### src/hw/rtl/qctv_pkg.sv
`timescale 1ns / 1ps
// Shared types and constants for the quadrature counter / trigger / velocity block.
// No dependencies.
package qctv_pkg;

  localparam int TIME_W     = 64;
  localparam int POS_W      = 32;
  localparam int TRIG_W     = 16;
  localparam int PERIOD_W   = 20;
  localparam int CFG_DATA_W = 20;
  localparam int CFG_IDX_W  = 2;
  localparam int PROD_W     = 51;
  localparam int CNT_W      = $clog2(PROD_W);
  localparam int MUL_W      = POS_W + PERIOD_W;

  localparam logic [PERIOD_W-1:0]   US_PER_S        = PERIOD_W'(1000000);
  localparam logic [TRIG_W-1:0]     TRIG_RESET      = TRIG_W'(100);
  localparam logic [PERIOD_W-1:0]   PERIOD_RESET    = PERIOD_W'(10000);
  localparam logic [CFG_IDX_W-1:0]  REG_TRIG_INTERVAL = CFG_IDX_W'(0);
  localparam logic [CFG_IDX_W-1:0]  REG_VEL_PERIOD    = CFG_IDX_W'(1);
  localparam logic                  OP_EDGE  = 1'b0;
  localparam logic                  OP_INDEX = 1'b1;

  typedef enum logic [2:0] {
    ST_IDLE,
    ST_EXEC,
    ST_CHECK,
    ST_MUL,
    ST_DIV,
    ST_FIN,
    ST_EMIT
  } qctv_state_t;

  typedef struct packed {
    logic load;
    logic exec;
    logic update_ref;
    logic mul;
    logic div_step;
    logic fin;
    logic emit;
  } qctv_cmd_t;

  typedef struct packed {
    logic is_index;
    logic upd_due;
    logic elapsed_nz;
    logic div_last;
    logic out_free;
  } qctv_status_t;

endpackage

### src/hw/rtl/qctv_if.sv
`timescale 1ns / 1ps
// Valid/ready channel interfaces for encoder event words and result words.
// Depends on qctv_pkg.
interface qctv_in_if;
  import qctv_pkg::*;
  logic              valid;
  logic              ready;
  logic              operation;
  logic              a_level;
  logic              b_level;
  logic [63:0]       time_us;

  modport source (output valid, operation, a_level, b_level, time_us, input ready);
  modport sink   (input valid, operation, a_level, b_level, time_us, output ready);
endinterface

interface qctv_out_if;
  import qctv_pkg::*;
  logic                    valid;
  logic                    ready;
  logic signed [POS_W-1:0] position;
  logic signed [POS_W-1:0] velocity;
  logic                    trigger_pulse;
  logic [POS_W-1:0]        trigger_total;
  logic                    index_seen;

  modport source (output valid, position, velocity, trigger_pulse, trigger_total, index_seen,
                  input ready);
  modport sink   (input valid, position, velocity, trigger_pulse, trigger_total, index_seen,
                  output ready);
endinterface

### src/hw/rtl/quadrature_counter_trigger_velocity.sv
`timescale 1ns / 1ps
// Quadrature counter with camera trigger divider and velocity estimate: top level.
// Depends on qctv_pkg, qctv_if, qctv_ctrl, qctv_dp.
//
// events carries one word per encoder event: an A-channel edge (operation 0)
// or an index pulse (operation 1), with the A/B levels and a us timestamp.
// results returns exactly one word per event: position, velocity, trigger
// pulse, trigger count and the sticky index flag.
// Config: cfg_we/cfg_index/cfg_data write trigger_interval (0) or
// velocity_period_us (1); write only while idle.
// Sequence: an event that does not update velocity passes through the exec,
// check and emit states, and the block takes the next event only once its
// result is emitted. A velocity update runs a 51-step bit-serial divider (one
// quotient bit per cycle) between the check and emit states, and no new
// event is taken until that result is emitted too.
// The result sits in an output register; the next event is accepted while
// it waits. If the receiver stalls, the following result holds in the
// datapath until the register frees, and events stop being accepted.
// Reset (rst, synchronous) clears all counts and restores config defaults.
module quadrature_counter_trigger_velocity
  import qctv_pkg::*;
(
  input  logic                  clk,
  input  logic                  rst,
  qctv_in_if.sink               events,
  qctv_out_if.source            results,
  input  logic                  cfg_we,
  input  logic [CFG_IDX_W-1:0]  cfg_index,
  input  logic [CFG_DATA_W-1:0] cfg_data
);

  qctv_cmd_t    cmd;
  qctv_status_t st;
  logic [POS_W-1:0] pos_bits;
  logic [POS_W-1:0] vel_bits;

  qctv_ctrl u_ctrl (
    .clk      (clk),
    .rst      (rst),
    .in_valid (events.valid),
    .in_ready (events.ready),
    .st       (st),
    .cmd      (cmd)
  );

  qctv_dp u_dp (
    .clk               (clk),
    .rst               (rst),
    .cmd               (cmd),
    .st                (st),
    .cfg_we            (cfg_we),
    .cfg_index         (cfg_index),
    .cfg_data          (cfg_data),
    .in_operation      (events.operation),
    .in_a_level        (events.a_level),
    .in_b_level        (events.b_level),
    .in_time_us        (events.time_us),
    .out_valid         (results.valid),
    .out_ready         (results.ready),
    .out_position      (pos_bits),
    .out_velocity      (vel_bits),
    .out_trigger_pulse (results.trigger_pulse),
    .out_trigger_total (results.trigger_total),
    .out_index_seen    (results.index_seen)
  );

  assign results.position = $signed(pos_bits);
  assign results.velocity = $signed(vel_bits);

endmodule

### src/hw/rtl/qctv_ctrl.sv
`timescale 1ns / 1ps
// Controller: sequences one event word through update, velocity divide and output.
// Depends on qctv_pkg.
module qctv_ctrl
  import qctv_pkg::*;
(
  input  logic         clk,
  input  logic         rst,
  input  logic         in_valid,
  output logic         in_ready,
  input  qctv_status_t st,
  output qctv_cmd_t    cmd
);

  qctv_state_t state, state_next;

  always_ff @(posedge clk) begin
    if (rst) begin
      state <= ST_IDLE;
    end else begin
      state <= state_next;
    end
  end

  always_comb begin
    state_next = state;
    unique case (state)
      ST_IDLE:  if (in_valid) state_next = ST_EXEC;
      ST_EXEC:  state_next = ST_CHECK;
      ST_CHECK: begin
        if (!st.is_index && st.upd_due && st.elapsed_nz) state_next = ST_MUL;
        else state_next = ST_EMIT;
      end
      ST_MUL:   state_next = ST_DIV;
      ST_DIV:   if (st.div_last) state_next = ST_FIN;
      ST_FIN:   state_next = ST_EMIT;
      ST_EMIT:  if (st.out_free) state_next = ST_IDLE;
      default:  state_next = ST_IDLE;
    endcase
  end

  always_comb begin
    cmd            = '0;
    in_ready       = 1'b0;
    unique case (state)
      ST_IDLE: begin
        in_ready = !rst;
        cmd.load = in_valid && !rst;
      end
      ST_EXEC:  cmd.exec = 1'b1;
      ST_CHECK: cmd.update_ref = !st.is_index && st.upd_due;
      ST_MUL:   cmd.mul = 1'b1;
      ST_DIV:   cmd.div_step = 1'b1;
      ST_FIN:   cmd.fin = 1'b1;
      ST_EMIT:  cmd.emit = st.out_free;
      default:  cmd = '0;
    endcase
  end

endmodule

### src/hw/rtl/qctv_dp.sv
`timescale 1ns / 1ps
// Datapath: position, trigger divider, config registers, serial velocity divider, output reg.
// Depends on qctv_pkg; driven by qctv_ctrl commands.
module qctv_dp
  import qctv_pkg::*;
(
  input  logic                    clk,
  input  logic                    rst,
  input  qctv_cmd_t               cmd,
  output qctv_status_t            st,
  input  logic                    cfg_we,
  input  logic [CFG_IDX_W-1:0]    cfg_index,
  input  logic [CFG_DATA_W-1:0]   cfg_data,
  input  logic                    in_operation,
  input  logic                    in_a_level,
  input  logic                    in_b_level,
  input  logic [63:0]             in_time_us,
  output logic                    out_valid,
  input  logic                    out_ready,
  output logic [POS_W-1:0]        out_position,
  output logic [POS_W-1:0]        out_velocity,
  output logic                    out_trigger_pulse,
  output logic [POS_W-1:0]        out_trigger_total,
  output logic                    out_index_seen
);

  logic [TRIG_W-1:0]   trig_interval;
  logic [PERIOD_W-1:0] vel_period;

  logic                op_q, a_q, b_q;
  logic [TIME_W-1:0]   time_q;

  logic [POS_W-1:0]    position_count;
  logic [TRIG_W-1:0]   trigger_phase;
  logic [POS_W-1:0]    trigger_counter;
  logic [TIME_W-1:0]   last_time;
  logic [POS_W-1:0]    last_pos;
  logic [POS_W-1:0]    velocity_value;
  logic                index_flag;
  logic                fired;

  logic [TIME_W-1:0]   elapsed;
  logic [POS_W-1:0]    mag;
  logic                neg;
  logic [PROD_W-1:0]   dvd;
  logic [TIME_W-1:0]   rem;
  logic [CNT_W-1:0]    cnt;

  logic [TRIG_W-1:0]   phase_next;
  logic [POS_W-1:0]    diff;
  logic [MUL_W-1:0]    prod_full;
  logic [TIME_W:0]     trial;
  logic [TIME_W:0]     trial_sub;
  logic                ge;
  logic                q_big;
  logic [POS_W-1:0]    vel_next;

  always_ff @(posedge clk) begin
    if (rst) begin
      trig_interval <= TRIG_RESET;
      vel_period    <= PERIOD_RESET;
    end else if (cfg_we) begin
      if (cfg_index == REG_TRIG_INTERVAL) trig_interval <= cfg_data[TRIG_W-1:0];
      if (cfg_index == REG_VEL_PERIOD)    vel_period    <= cfg_data[PERIOD_W-1:0];
    end
  end

  always_ff @(posedge clk) begin
    if (cmd.load) begin
      op_q   <= in_operation;
      a_q    <= in_a_level;
      b_q    <= in_b_level;
      time_q <= in_time_us[TIME_W-1:0];
    end
  end

  assign phase_next = trigger_phase + TRIG_W'(1);
  assign diff       = position_count - last_pos;

  always_ff @(posedge clk) begin
    if (rst) begin
      position_count  <= '0;
      trigger_phase   <= '0;
      trigger_counter <= '0;
      index_flag      <= 1'b0;
      fired           <= 1'b0;
    end else if (cmd.exec) begin
      if (op_q == OP_INDEX) begin
        index_flag <= 1'b1;
        fired      <= 1'b0;
      end else begin
        position_count <= (a_q == b_q) ? position_count + POS_W'(1)
                                       : position_count - POS_W'(1);
        if (phase_next >= trig_interval) begin
          trigger_phase   <= '0;
          trigger_counter <= trigger_counter + POS_W'(1);
          fired           <= 1'b1;
        end else begin
          trigger_phase <= phase_next;
          fired         <= 1'b0;
        end
      end
    end
  end

  always_ff @(posedge clk) begin
    if (cmd.exec) elapsed <= time_q - last_time;
  end

  always_ff @(posedge clk) begin
    if (rst) begin
      last_time <= '0;
      last_pos  <= '0;
    end else if (cmd.update_ref) begin
      last_time <= time_q;
      last_pos  <= position_count;
    end
  end

  always_ff @(posedge clk) begin
    if (cmd.update_ref) begin
      neg <= diff[POS_W-1];
      mag <= diff[POS_W-1] ? (~diff + POS_W'(1)) : diff;
    end
  end

  // restoring division, one quotient bit per cycle; quotient shifts into dvd
  assign prod_full = MUL_W'(mag) * MUL_W'(US_PER_S);
  assign trial     = {rem, dvd[PROD_W-1]};
  assign trial_sub = trial - {1'b0, elapsed};
  assign ge        = !trial_sub[TIME_W];

  always_ff @(posedge clk) begin
    if (cmd.mul) begin
      dvd <= prod_full[PROD_W-1:0];
      rem <= '0;
      cnt <= '0;
    end else if (cmd.div_step) begin
      dvd <= {dvd[PROD_W-2:0], ge};
      rem <= ge ? trial_sub[TIME_W-1:0] : trial[TIME_W-1:0];
      cnt <= cnt + CNT_W'(1);
    end
  end

  assign q_big = |dvd[PROD_W-1:POS_W-1];

  always_comb begin
    if (neg) vel_next = q_big ? {1'b1, {(POS_W-1){1'b0}}} : (~dvd[POS_W-1:0] + POS_W'(1));
    else     vel_next = q_big ? {1'b0, {(POS_W-1){1'b1}}} : dvd[POS_W-1:0];
  end

  always_ff @(posedge clk) begin
    if (rst) begin
      velocity_value <= '0;
    end else if (cmd.fin) begin
      velocity_value <= vel_next;
    end
  end

  always_ff @(posedge clk) begin
    if (rst) begin
      out_valid <= 1'b0;
    end else if (cmd.emit) begin
      out_valid <= 1'b1;
    end else if (out_ready) begin
      out_valid <= 1'b0;
    end
  end

  always_ff @(posedge clk) begin
    if (cmd.emit) begin
      out_position      <= position_count;
      out_velocity      <= velocity_value;
      out_trigger_pulse <= fired;
      out_trigger_total <= trigger_counter;
      out_index_seen    <= index_flag;
    end
  end

  assign st.is_index   = (op_q == OP_INDEX);
  assign st.upd_due    = elapsed >= TIME_W'(vel_period);
  assign st.elapsed_nz = |elapsed;
  assign st.div_last   = (cnt == CNT_W'(PROD_W - 1));
  assign st.out_free   = !out_valid || out_ready;

  a_emit_free: assert property (@(posedge clk) disable iff (rst)
    cmd.emit |-> (!out_valid || out_ready))
    else $error("result word loaded over an untaken word");

  a_fin_after_div: assert property (@(posedge clk) disable iff (rst)
    cmd.fin |-> ($past(cmd.div_step) && $past(st.div_last)))
    else $error("velocity finished before the last divide step");

  a_vel_hold: assert property (@(posedge clk) disable iff (rst)
    !cmd.fin |=> $stable(velocity_value))
    else $error("velocity changed outside a divide finish");

endmodule
### src/flat_wrapper.sv
// flat-port wrapper written by rule: the top's interface ports become plain ports
module quadrature_counter_trigger_velocity_flat import qctv_pkg::*;
  (clk, rst, cfg_we, cfg_index, cfg_data, events_valid, events_operation, events_a_level, events_b_level, events_time_us, events_ready, results_valid, results_position, results_velocity, results_trigger_pulse, results_trigger_total, results_index_seen, results_ready);
  qctv_in_if events_i ();
  qctv_out_if results_i ();
  input  logic clk;
  input  logic rst;
  input  logic cfg_we;
  input  logic [CFG_IDX_W-1:0] cfg_index;
  input  logic [CFG_DATA_W-1:0] cfg_data;
  input wire logic [$bits(events_i.valid)-1:0] events_valid;
  input wire logic [$bits(events_i.operation)-1:0] events_operation;
  input wire logic [$bits(events_i.a_level)-1:0] events_a_level;
  input wire logic [$bits(events_i.b_level)-1:0] events_b_level;
  input wire logic [$bits(events_i.time_us)-1:0] events_time_us;
  output wire logic [$bits(events_i.ready)-1:0] events_ready;
  output wire logic [$bits(results_i.valid)-1:0] results_valid;
  output wire logic [$bits(results_i.position)-1:0] results_position;
  output wire logic [$bits(results_i.velocity)-1:0] results_velocity;
  output wire logic [$bits(results_i.trigger_pulse)-1:0] results_trigger_pulse;
  output wire logic [$bits(results_i.trigger_total)-1:0] results_trigger_total;
  output wire logic [$bits(results_i.index_seen)-1:0] results_index_seen;
  input wire logic [$bits(results_i.ready)-1:0] results_ready;
  assign events_i.valid = events_valid;
  assign events_i.operation = events_operation;
  assign events_i.a_level = events_a_level;
  assign events_i.b_level = events_b_level;
  assign events_i.time_us = events_time_us;
  assign events_ready = events_i.ready;
  assign results_valid = results_i.valid;
  assign results_position = results_i.position;
  assign results_velocity = results_i.velocity;
  assign results_trigger_pulse = results_i.trigger_pulse;
  assign results_trigger_total = results_i.trigger_total;
  assign results_index_seen = results_i.index_seen;
  assign results_i.ready = results_ready;
  quadrature_counter_trigger_velocity u_core (.clk(clk), .rst(rst), .events(events_i), .results(results_i), .cfg_we(cfg_we), .cfg_index(cfg_index), .cfg_data(cfg_data));
endmodule
### config.mk
export PLATFORM = sky130hd
export DESIGN_NAME = quadrature_counter_trigger_velocity_flat
export DESIGN_NICKNAME = d
export VERILOG_FILES = /design/src/hw/rtl/qctv_pkg.sv /design/src/hw/rtl/qctv_if.sv /design/src/hw/rtl/quadrature_counter_trigger_velocity.sv /design/src/hw/rtl/qctv_ctrl.sv /design/src/hw/rtl/qctv_dp.sv /design/src/flat_wrapper.sv
export SDC_FILE = /design/constraint.sdc
export NUM_CORES = 2
export LEC_CHECK = 0
export ABC_CLOCK_PERIOD_IN_PS = 6100
export CAP_MARGIN = 20
export CORE_ASPECT_RATIO = 0.7
export CORE_MARGIN = 4
export CORE_UTILIZATION = 38
export CTS_CLUSTER_SIZE = 30
export DETAILED_ROUTE_END_ITERATION = 8
export DONT_BUFFER_PORTS = 1
export SLEW_MARGIN = 30
export SYNTH_ARGS = -nofsm -noshare
export SYNTH_HDL_FRONTEND = slang
export SYNTH_SLANG_ARGS = --single-unit
### constraint.sdc
create_clock -name clk -period 6.1 [get_ports clk]
set_input_delay 0.61 -clock clk [delete_from_list [all_inputs] [get_ports clk]]
set_output_delay 0.61 -clock clk [all_outputs]
set_load 0.01 [all_outputs]
### Word-level counts from Yosys, hierarchy flattened

Cells that the tools add are included.

* flip-flop bits (word level): 633

* add/sub/neg operators: 10
* $mul: 1
* $lt $le $gt $ge: 2
* equal/unequal tests: 12
* mux-type cells: 26
* bitwise logic cells: 3
* reduce and logical (&&, ||, !) cells: 20

Operators by type and width (count)
* $add A32 B1 Y32 const B: 4
* $mux W32: 4
* $mux W51: 2
* $sub A65 B64 Y65: 1
* $ge A64 B20 Y1: 1
* $mux W64: 1
* $not A32 Y32: 2
* $reduce_or A64 Y1: 1
* $sub A64 B64 Y64: 1
* $mul A32 B14 Y45 const B: 1
* $sub A32 B1 Y32 const B: 1
* $sub A32 B32 Y32: 1
* $mux W31: 1
* $pmux W3 S7: 1
* $reduce_or A20 Y1: 1
* $add A16 B1 Y16 const B: 1
* $ge A16 B16 Y1: 1
* $mux W16: 1
* $mux W1: 12
* $mux W3: 4
* $eq A3 B3 Y1 const B: 3
* $reduce_and A2 Y1: 4
* $add A6 B1 Y6 const B: 1
* $eq A3 B2 Y1 const B: 2
* 14 further kinds: 22

### Longest topological paths before layout

* word-level depth: 5
* depth in mapped cells: 23
* mapped depth without buffers: 22

### Cells and area by module

A second synthesis with hierarchy kept.

* cells, all modules: 4585
* area total of the unflattened synthesis: 42721.0 µm²

By module, submodules not included
* qctv_dp: times used 1, cells each 4554, area an instance 42448.2 µm², sequential area each 15685.0 µm²
* qctv_ctrl: times used 1, cells each 31, area an instance 272.8 µm², sequential area each 60.1 µm²

### Worst setup path after synthesis

OpenSTA, ideal clock, no wires.

* kind: register to register
* from: register u_core.u_dp.mag[6]
* to: register u_core.u_dp.dvd[50], data pin
* data arrival time: 5.668 ns
* required time: 5.836 ns
* setup slack: 0.168 ns
* cell stages (with the launch flop): 23
* path buffers: 0
* cells stage by stage: edfxtp_1 > inv_1 > fa_1 > inv_1 > fa_1 > fa_1 > fa_1 > ha_1 > inv_1 > fa_1 > inv_1 > ha_1 > a21o_1 > a21o_1 > a21o_1 > a21o_1 > a22o_1 > a31o_2 > o21ai_1 > nand2_1 > a311o_1 > xnor2_1 > o21ai_1

* cells in the longest elaborated chain, start to end: 2

Ends and longest elaborated chain
* start, declared: RTL line qctv_dp.sv:43 `logic [POS_W-1:0] mag;`
* start signal, assigned: RTL line qctv_dp.sv:123 `mag <= diff[POS_W-1] ? (~diff + POS_W'(1)) : diff;`
* $mul A32 B14 Y45: RTL line qctv_dp.sv:128 `assign prod_full = MUL_W'(mag) * MUL_W'(US_PER_S);`
* $mux W51: RTL line qctv_dp.sv:134 `if (cmd.mul) begin`
* end signal, assigned: RTL line qctv_dp.sv:135 `dvd <= prod_full[PROD_W-1:0];`
* end signal, assigned: RTL line qctv_dp.sv:139 `dvd <= {dvd[PROD_W-2:0], ge};`
* end, declared: RTL line qctv_dp.sv:45 `logic [PROD_W-1:0] dvd;`

No other way between the ends.
A chain may end at the register's enable or synchronous reset.

### Worst setup path in the final report

* from: register u_core.u_dp.mag[6]
* to: register u_core.u_dp.dvd[40], data pin

Same word-level chain as after synthesis.

==> impl_metrics.yaml <==
synth:
  yosysTopAreaCellShare: 0.218
  synth_nets: 5271
  synthCells: 4661
  syn_area_per_cell_sq_um: 9.08
  synthTopCellsByArea: "edfxtp_1, dfxtp_1, ha_1, fa_1, a21oi_1"
  synth_ff_type: "dfxtp_1"
  synthesis.area_sq_um: 42300
  ys_async_sr_fraction: 0
  synth_edf_count: 307
  ys_seq_area_frac: 0.372
  ys_types: 87
  synth_area_leader_cell: "edfxtp_1"
  ys_seq_elements: 633
  synth_warnings: 0
run_status:
  status: "complete, no violations"
floorplanning:
  die-height_um: 287
  core_area_sq_um: 111000
  dieArea_sq_um: 117000
  io_pins: 194
  initial_core_util: 0.383
  dieWidth_um: 407
  rows: 102
critical_path:
  start_kind: "register"
  cp.required_ns: 6.46
  cp.arrival_ns: 6.23
  worstSetupPathType: "register to register"
  cp_max_fo: 3
  worst_setup_path_end_kind: "register"
global_routing:
  grt_max_degree: 247
  grt_pass1_wl_mm: 176
  grt_util_met3: 0.0314
  first_global_vias: 31100
  grt_use_total: 0.186
  grt_use_met2: 0.273
  grt_use_met1: 0.285
  grt_overflow: 0
  antenna_found_initial: 2
  grt_most_used_layer: "met1"
pwr:
  p_sw_uw: 9000
  pwr-share-seq: 0.230
  switching_share: 0.413
  p_int_uw: 12800
  pwr_density_cell_nw_per_um2: 462
  p_comb_frac: 0.573
  irDropWorstVdd_mv: 0.786
  power_frac_clock: 0.198
  leakage_uw: 0.0189
  power_uw: 21800
layout:
  final_area_sq_um: 47100
  fin_nets: 5291
  area_delta_synth_final_pct: 11.4
  drive_gt1_frac: 0.0652
sta:
  slew_headroom: 0.318
  fin_crit_ns: 5.87
  tightest_slew_ns: 1.02
  hold_viol: 0
  setup_viol: 0
  fin_skew_ns: 0.0332
  fmax_ghz: 0.171
  final_max_slew_viol_count: 0
  period_share: 0.961
routing:
  drtIter0Drc: 2653
  drcViolationCount: 0
  wl_per_cell_um: 17.7
  first_pass_iters: 7
  vias_per_cell: 5.30
  ant_nets: 0
  via_count: 32900
  routed_wirelength_mm: 110
clock_tree:
  cts_buffers: 71
  cts_sinks: 633
  clkTransAtPathRegs_ns: 0.06
  cts_buffer_depth: 3
  cts_tree: "done"
  clk_latency_ns: 0.67
  htree_levels: 3
  ctsRootBufferMaster: "clkbuf_16"
placement:
  hpwl_mm: 82.3
  place_area_sq_um: 44100
  place.gp.congestion: 0.886
  portBuffers: 0
job:
  cap_viol_max_count: 0
hold_path:
  hold_class: "input port to register"
[synthesized netlist by cell type (9+ instances only)]
cell type	n
nand2_1	611
a21oi_1	461
inv_1	439
ha_1	377
dfxtp_1	326
edfxtp_1	307
o21ai_0	272
nor2_1	216
xnor2_1	167
clkbuf_1	161
a21o_1	157
fa_1	139
xor2_1	129
nand3_1	71
nor3_1	70
and3_1	58
nand4_1	56
o21bai_1	43
mux2i_1	40
a211oi_1	37
a31oi_1	36
or3_1	36
nor4_1	35
nand2b_1	34
o21a_1	34
nor2b_1	31
o211ai_1	30
and2_1	19
o31ai_1	16
nand3b_1	15
a22o_1	13
a41oi_1	12
buf_1	12
a21boi_0	11
a221oi_1	11
or2_2	11
a22oi_1	9
o21ai_1	9
o221ai_1	9
[cell type report]
class,count,area (sq um)
Antenna cell,2,5.00
Fill cell,10800,63400
Clock inverter,31,275
Inverter,441,1660
Clock buffer,101,2050
Tap cell,1456,1820
Multi-Input combinational cell,3402,24500
Timing Repair Buffer,132,1090
Sequential cell,633,15700
[power groups by stage]
stage / Clock, uW / Sequential, uW / Combinational (uW)
floorplan: 0 / 5020 / 8480
global placement: 0 / 5090 / 11300
detailed placement: 0 / 5100 / 11400
CTS: 4440 / 5000 / 11600
global route: 4620 / 5030 / 14100
finish: 4310 / 5010 / 12500
[critical path: stages, from the launching register on]
cell	delay, ns
edfxtp_1	0.36
inv_2	0.07
fa_1	0.53
inv_1	0.05
fa_1	0.49
fa_1	0.56
fa_1	0.42
ha_1	0.28
inv_1	0.05
fa_1	0.50
inv_1	0.04
ha_1	0.29
a21o_1	0.16
a21o_1	0.16
a21o_1	0.17
a21o_1	0.19
a22o_1	0.20
a31o_4	0.23
or2_2	0.31
a31o_2	0.24
a211oi_2	0.21
o31ai_1	0.08
[through the flow]
step / util / setup TNS [ns] / std cells / setup slack [ns] / hold WS, ns
finish: 0.427 / 0 / 6198 / 0.235 / 0.0453
global route: 0.427 / -0.0322 / 6198 / -0.0172 / 0.00605
CTS: 0.423 / 0 / 6174 / 0.00147 / 0.00418
detailed placement: 0.399 / -0.334 / 6011 / -0.107 / 0.413
global placement: 0.399 / -0.0834 / 6011 / -0.0834 / 0.413
floorplan: - / 0 / 4661 / 0.168 / 0.403
[worst paths after layout]
path	start	endpoint	slack, ns	cells after the start
setup reg to reg	u_core.u_dp.mag[6]$_DFFE_PP_	u_core.u_dp.dvd[40]$_DFFE_PP_	0.23	21
hold / removal	events_time_us[45]	u_core.u_dp.time_q[45]$_DFFE_PP_	0.05	0
setup / recovery	u_core.u_dp.mag[6]$_DFFE_PP_	u_core.u_dp.dvd[40]$_DFFE_PP_	0.23	21
hold reg to reg	u_core.u_dp.velocity_value[13]$_SDFFE_PP0N_	u_core.u_dp.out_velocity[13]$_DFFE_PP_	0.42	0
[cells in the final DEF, fill, tap and decap left out, drive strengths merged, types with 58 or more instances in the layout]
| master | instances |
|---|---|
| a21o | 158 |
| a21oi | 462 |
| and3 | 58 |
| buf | 100 |
| clkbuf | 101 |
| dfxtp | 326 |
| edfxtp | 307 |
| fa | 139 |
| ha | 377 |
| inv | 443 |
| nand2 | 611 |
| nand3 | 72 |
| nor2 | 217 |
| nor3 | 70 |
| o21ai | 281 |
| xnor2 | 167 |
| xor2 | 129 |
[state kept, by name, indices dropped and copies added (netlist names), 20 cells and up]
name                           flops
u_core.u_dp.time_q                64
u_core.u_dp.out_velocity          32
u_core.u_dp.dvd                   51
u_core.u_dp.elapsed               64
u_core.u_dp.out_trigger_total     32
u_core.u_dp.trigger_counter       32
u_core.u_dp.last_pos              32
u_core.u_dp.mag                   32
u_core.u_dp.velocity_value        32
u_core.u_dp.rem                   64
u_core.u_dp.position_count        32
u_core.u_dp.out_position          32
u_core.u_dp.last_time             64
u_core.u_dp.vel_period            20
[metal layers]
| layer | routed length [um] | up-vias |
|---|---|---|
| met5 | 0 | - |
| li1 | - | 16400 |
| met2 | 46700 | 711 |
| met3 | 5260 | 121 |
| met4 | 1970 | 0 |
| met1 | 55900 | 15600 |
[cell families after synthesis]
logic type | count (synthesis) | synth area share
flip-flops | 633 | 0.372
adder cells (fa/ha/maj) | 516 | 0.177
AO/OA/AOI/OAI | 1240 | 0.180
XOR/XNOR | 296 | 0.0613
AND/OR/NAND/NOR | 1310 | 0.144
buffers and inverters | 626 | 0.0562
multiplexers | 40 | 0.00946
[timing repair]
| item | CTS | global route |
|---|---|---|
| hold buffers | 31 | 1 |
| pin swaps | 1 | 57 |
| endpoints found under the setup margin | 8 | 19 |
| endpoints found under the hold margin | 31 | 2 |
| setup buffers | 0 | 20 |
| gates resized for setup | 4 | 62 |
Power figures use the tool's default switching activity.
